$ cat config.mk
export PLATFORM = sky130hd
export DESIGN_NAME = qau_merge
export DESIGN_NICKNAME = d
export VERILOG_FILES = /design/src/hw/rtl/qau_pkg.sv /design/src/hw/rtl/qau_merge.sv
export SDC_FILE = /design/constraint.sdc
export NUM_CORES = 1
export LEC_CHECK = 0
export ABC_CLOCK_PERIOD_IN_PS = 30900
export BUFFER_PORTS_ARGS = -buffer_cell sky130_fd_sc_hd__clkbuf_2
export CAP_MARGIN = 30
export CORE_MARGIN = 2
export CORE_UTILIZATION = 38
export DETAILED_ROUTE_END_ITERATION = 7
export GPL_TIMING_DRIVEN = 0
export PLACE_DENSITY = 0.79
export SYNTH_ARGS = -nofsm -noshare
export SYNTH_HDL_FRONTEND = slang
export SYNTH_SLANG_ARGS = --single-unit
$ cat constraint.sdc
create_clock -name clk_i -period 30.9 [get_ports clk_i]
set_input_delay 3.09 -clock clk_i [delete_from_list [all_inputs] [get_ports clk_i]]
set_output_delay 3.09 -clock clk_i [all_outputs]
set_load 0.005 [all_outputs]
$ cat src/hw/rtl/qau_pkg.sv
// Shared types, widths and operand decode for the quaternion arithmetic unit.
`timescale 1ns / 1ps
`default_nettype none

package qau_pkg;

  // Component format: signed fixed point.
  localparam int COMP_WIDTH = 32;
  localparam int FRAC_BITS  = 16;

  // Multiplier operand carries one extra bit: each component is sign-extended by one bit.
  localparam int OPW   = COMP_WIDTH + 1;
  localparam int PW    = 2 * OPW;   // exact product
  localparam int PAIRW = PW + 1;    // sum of two signed products
  localparam int SUMW  = PW + 2;    // sum of four signed products
  localparam int NUM_LANES = 4;

  // Fixed-point one, used to pass linear operations through the multipliers.
  localparam logic [OPW-1:0] ONE = {{(OPW-1){1'b0}}, 1'b1} << FRAC_BITS;

  // Subtracted terms of the Hamilton product, [lane][term].
  localparam logic [NUM_LANES-1:0][NUM_LANES-1:0] HAM_NEG =
    {4'b0100, 4'b0010, 4'b1000, 4'b1110};

  typedef enum logic [2:0] {
    FN_ADD   = 3'd0,
    FN_SUB   = 3'd1,
    FN_MUL   = 3'd2,
    FN_CONJ  = 3'd3,
    FN_NORM  = 3'd4,
    FN_SQR   = 3'd5,
    FN_VEC   = 3'd6,
    FN_SCALE = 3'd7
  } func_e;

  typedef logic [NUM_LANES-1:0][COMP_WIDTH-1:0] comp_vec_t;

  // Four product terms for one lane; each term is x*y, optionally subtracted.
  typedef struct packed {
    logic [NUM_LANES-1:0][OPW-1:0] x;
    logic [NUM_LANES-1:0][OPW-1:0] y;
    logic [NUM_LANES-1:0]          neg;
  } lane_ops_t;

  // Pipeline load enables handed to each lane.
  typedef struct packed {
    logic en_mul;
    logic en_pair;
  } lane_ctrl_t;

  // Map the operation onto a sum of up to four signed products for one lane.
  function automatic lane_ops_t lane_decode(func_e fn, logic [1:0] lane,
                                            comp_vec_t a, comp_vec_t b);
    lane_ops_t      o;
    logic [OPW-1:0] ax [NUM_LANES];
    logic [OPW-1:0] bx [NUM_LANES];
    o = '0;
    for (int k = 0; k < NUM_LANES; k++) begin
      ax[k] = {a[k][COMP_WIDTH-1], a[k]};
      bx[k] = {b[k][COMP_WIDTH-1], b[k]};
    end
    unique case (fn)
      FN_ADD: begin
        o.x[0] = ax[lane]; o.y[0] = ONE;
        o.x[1] = bx[lane]; o.y[1] = ONE;
      end
      FN_SUB: begin
        o.x[0] = ax[lane]; o.y[0] = ONE;
        o.x[1] = bx[lane]; o.y[1] = ONE;
        o.neg[1] = 1'b1;
      end
      FN_MUL: begin
        for (int k = 0; k < NUM_LANES; k++) begin
          o.x[k]   = ax[k];
          o.y[k]   = bx[lane ^ k[1:0]];
          o.neg[k] = HAM_NEG[lane][k];
        end
      end
      FN_CONJ: begin
        o.x[0] = ax[lane]; o.y[0] = ONE;
        o.neg[0] = (lane != 2'd0);
      end
      FN_NORM: begin
        if (lane == 2'd0) begin
          for (int k = 0; k < NUM_LANES; k++) begin
            o.x[k] = ax[k];
            o.y[k] = ax[k];
          end
        end
      end
      FN_SQR: begin
        if (lane == 2'd0) begin
          for (int k = 0; k < NUM_LANES; k++) begin
            o.x[k]   = ax[k];
            o.y[k]   = ax[k];
            o.neg[k] = (k != 0);
          end
        end else begin
          // doubled cross term: two identical products
          o.x[0] = ax[0]; o.y[0] = ax[lane];
          o.x[1] = ax[0]; o.y[1] = ax[lane];
        end
      end
      FN_VEC: begin
        if (lane != 2'd0) begin
          o.x[0] = ax[lane]; o.y[0] = ONE;
        end
      end
      FN_SCALE: begin
        o.x[0] = ax[lane]; o.y[0] = bx[0];
      end
    endcase
    return o;
  endfunction

endpackage

`default_nettype wire

$ cat src/hw/rtl/qau_merge.sv
// Output stage: gathers lane results, combines overflow flags, holds the result register.
`timescale 1ns / 1ps
`default_nettype none

module qau_merge import qau_pkg::*; (
  input  wire logic                  clk_i,
  input  wire logic                  rst_ni,
  input  wire logic                  valid_i,
  output logic                       ready_o,
  input  wire comp_vec_t             res_i,
  input  wire logic [NUM_LANES-1:0]  ovf_i,
  output logic                       valid_o,
  input  wire logic                  stall_i,
  output comp_vec_t                  res_o,
  output logic                       ovf_o
);

  logic      valid_q;
  comp_vec_t res_q;
  logic      ovf_q;

  // Register frees when empty or when the downstream takes it
  assign ready_o = !valid_q || !stall_i;

  always_ff @(posedge clk_i or negedge rst_ni) begin
    if (!rst_ni) begin
      valid_q <= 1'b0;
    end else if (ready_o) begin
      valid_q <= valid_i;
    end
  end

  always_ff @(posedge clk_i) begin
    if (ready_o && valid_i) begin
      res_q <= res_i;
      ovf_q <= |ovf_i;
    end
  end

  assign valid_o = valid_q;
  assign res_o   = res_q;
  assign ovf_o   = ovf_q;

endmodule

`default_nettype wire

==> summary.md <==
| Metric | Value |
|---|---|
| DR WL met2 | 4.544 mm |
| CTS max path bufs | 2 |
| Flop2flop setup slack | 29.31 ns |
| Vias in the first global route | 2,555 |
| CTS tree | yes |
| Num rows | 37 |
| First-pass GRT wire length | 12.61 mm |
| # diodes | 0 |
| Wire length per cell | 15.17 um |
| Ys Warns | 0 |
| Top Layer Used | met4 |
| Share of layout cells above drive strength 1 | 67.89% |
| Cell leakage power | 2.648 nW |
| Final #Nets | 559 |
| Drt first pass iters | 4 |
| Fmax | 153.5 MHz |
| Worst Hold Slack | 0.6128 ns |
| Worst skew pair latency | 0.51 ns |
| Pwr dens | 67.69 nW/um^2 |
| P&R area growth vs syn | 54.03% |
| Outcome | finished clean |
| Flop pwr share | 50.9% |
| Critical path required time | 27.81 ns |
| Post-synthesis cell count | 134 |
| Wire length on met1 | 2.961 mm |
| # DRC | 0 |
| Net Count, Synth | 270 |
| Critical Path End Type | output port |
| Synth Area per Inst | 29.29 um^2 |
| Final hold violation count | 0 |
| Pin count of the biggest net entering global routing | 35 |
| Crit Path Max Fanout | 3 |
| IO Port Bufs | 266 |
| Most common cell after layout, fill and taps aside | clkbuf_2 |
| Clock share of power | 43.0% |
| Dpl hpwl | 6.696 mm |
| Post-CTS setup buffer count | 0 |
| H-tree depth | 4 |
| Gpl congestion | 0.7090 |
| Commonest non-fill, non-tap cells in the layout | 266 x clkbuf_2, 129 x edfxtp_1, 16 x clkbuf_16 |
| Max-slew violation count | 0 |
| Critical path class | input port to output port |
| Initial Util | 38.54% |
| Synth cell types | 6 |
| Vias | 2,437 |
| Filler cell count | 802 |
| Routed WL | 8.675 mm |
| Io pins | 267 |
| Fin util | 59.36% |
| Clk sinks | 130 |
| Internal | 329.3 uW |
| Final ANT Viol Nets | 0 |
| Crit path DAT | 3.42 ns |
| Peak supply drop | 0.03314 mV |
| Clock skew | 0.006965 ns |
| Clock transition at path regs | 0.05 ns |
| Synthesized cell area | 3925 um^2 |
| Die Ht | 105.6 um |
| Final instance area | 6046 um^2 |
| Max_slew headroom | 76.52% |
| Gr ovfl total | 0 |
| Tot Pwr | 409.3 uW |
| Gr usage total | 15.82% |
| Fin crit share | 21.08% |
| Setup TNS | 0 ns |
| RSZ-0062 raised after global routing | no |
| Register area share after synthesis | 99.33% |
| Maximum Capacitance Violations | 0 |
| Core area | 10,180 um^2 |
| CTS root buffer | clkbuf_8 |
| Antenna violations before repair | 0 |
| Iter 0 DRT Violations | 82 |
| Synthesis-stage register bit count | 130 |
| Min Tclk post-route | 6.514 ns |
| Total CTS buffers | 17 |
| Worst-margin pin slew | 0.3514 ns |
| Die ar. | 11,160 um^2 |
| DR vias/cell | 4.260 |
| Met3 wire length | 978 um |
| Sw frac | 19.54% |
| Combinational share of power | 6.1% |
| CTS Hold Bufs | 0 |
| Die X | 105.6 um |
| Min-Delay Path Class | flip-flop to flip-flop |
| Post-CTS sizing | 0 |
| Final setup viols | 0 |
| Net Switching | 79.95 uW |
| Area after DPL | 5518 um^2 |
| Startpoint types | input port |
[worst max-delay path, cell delays in order]
cell and delay, ns:
clkbuf_2 0.14, nand2_1 0.08, clkbuf_2 0.12
[layer usage]
metal | global-route usage (%) | up-vias
li1 | - | 1130
met1 | 16.10 | 1125
met2 | 26.31 | 163
met3 | 7.792 | 19
met4 | 9.117 | 0
met5 | 0 | -
[stage by stage]
step	std cells	worst slack (ns)
floorplan	134	17.67
global placement	536	14.88
detailed placement	540	24.38
CTS	572	24.38
global route	572	24.37
finish	572	24.39
[cell type report]
cell class / instances / area [um^2] / area share, %
tap: 136 / 170.2 / 2.815
clock buffer: 26 / 467.9 / 7.740
clock inverter: 6 / 60.06 / 0.9934
timing repair buffer: 270 / 1411 / 23.34
sequential: 130 / 3899 / 64.49
multi-input combinational: 4 / 37.54 / 0.6209
[power by group through the flow]
stage | Clock (mW) | Sequential, mW | Combinational [mW]
final | 0.176 | 0.208 | 0.0249
after global routing | 0.189 | 0.209 | 0.0274
after CTS | 0.181 | 0.209 | 0.0256
after detailed placement | 0 | 0.212 | 0.0255
after global placement | 0 | 0.217 | 0.0226
after floorplan | 0 | 0.217 | 0.00323
[final timing paths]
kind / start / to / depth (start not counted)
setup / recovery: stall_i / ready_o / 3
hold / removal: valid_o / valid_o / 1
setup reg to reg: valid_o / res_o[95] / 3
hold reg to reg: valid_o / valid_o / 1
max in group asynchronous: rst_ni / valid_o / 1
min in group asynchronous: rst_ni / valid_o / 1
[sequential cells by signal, indices dropped and copies added (netlist names)]
register	flops
res_o	128
ovf_o	1
valid_o	1
[cell usage after synthesis]
library cell | instances | area (um^2)
a21boi_0 | 1 | 7.510
a21o_1 | 1 | 7.510
dfrtp_1 | 1 | 25.02
edfxtp_1 | 129 | 3874
nand2_1 | 1 | 3.750
or4_1 | 1 | 7.510
[cells by family (layout without fill, tap and decap cells)]
group           after synthesis  count (layout)  share of synthesized area (%)
flops                       130             130                          99.33
compound gates                2               2                         0.3827
simple gates                  2               2                         0.2869
buf+inv                       0             302                              0
Note: power is estimated with default switching activity, not from simulation.
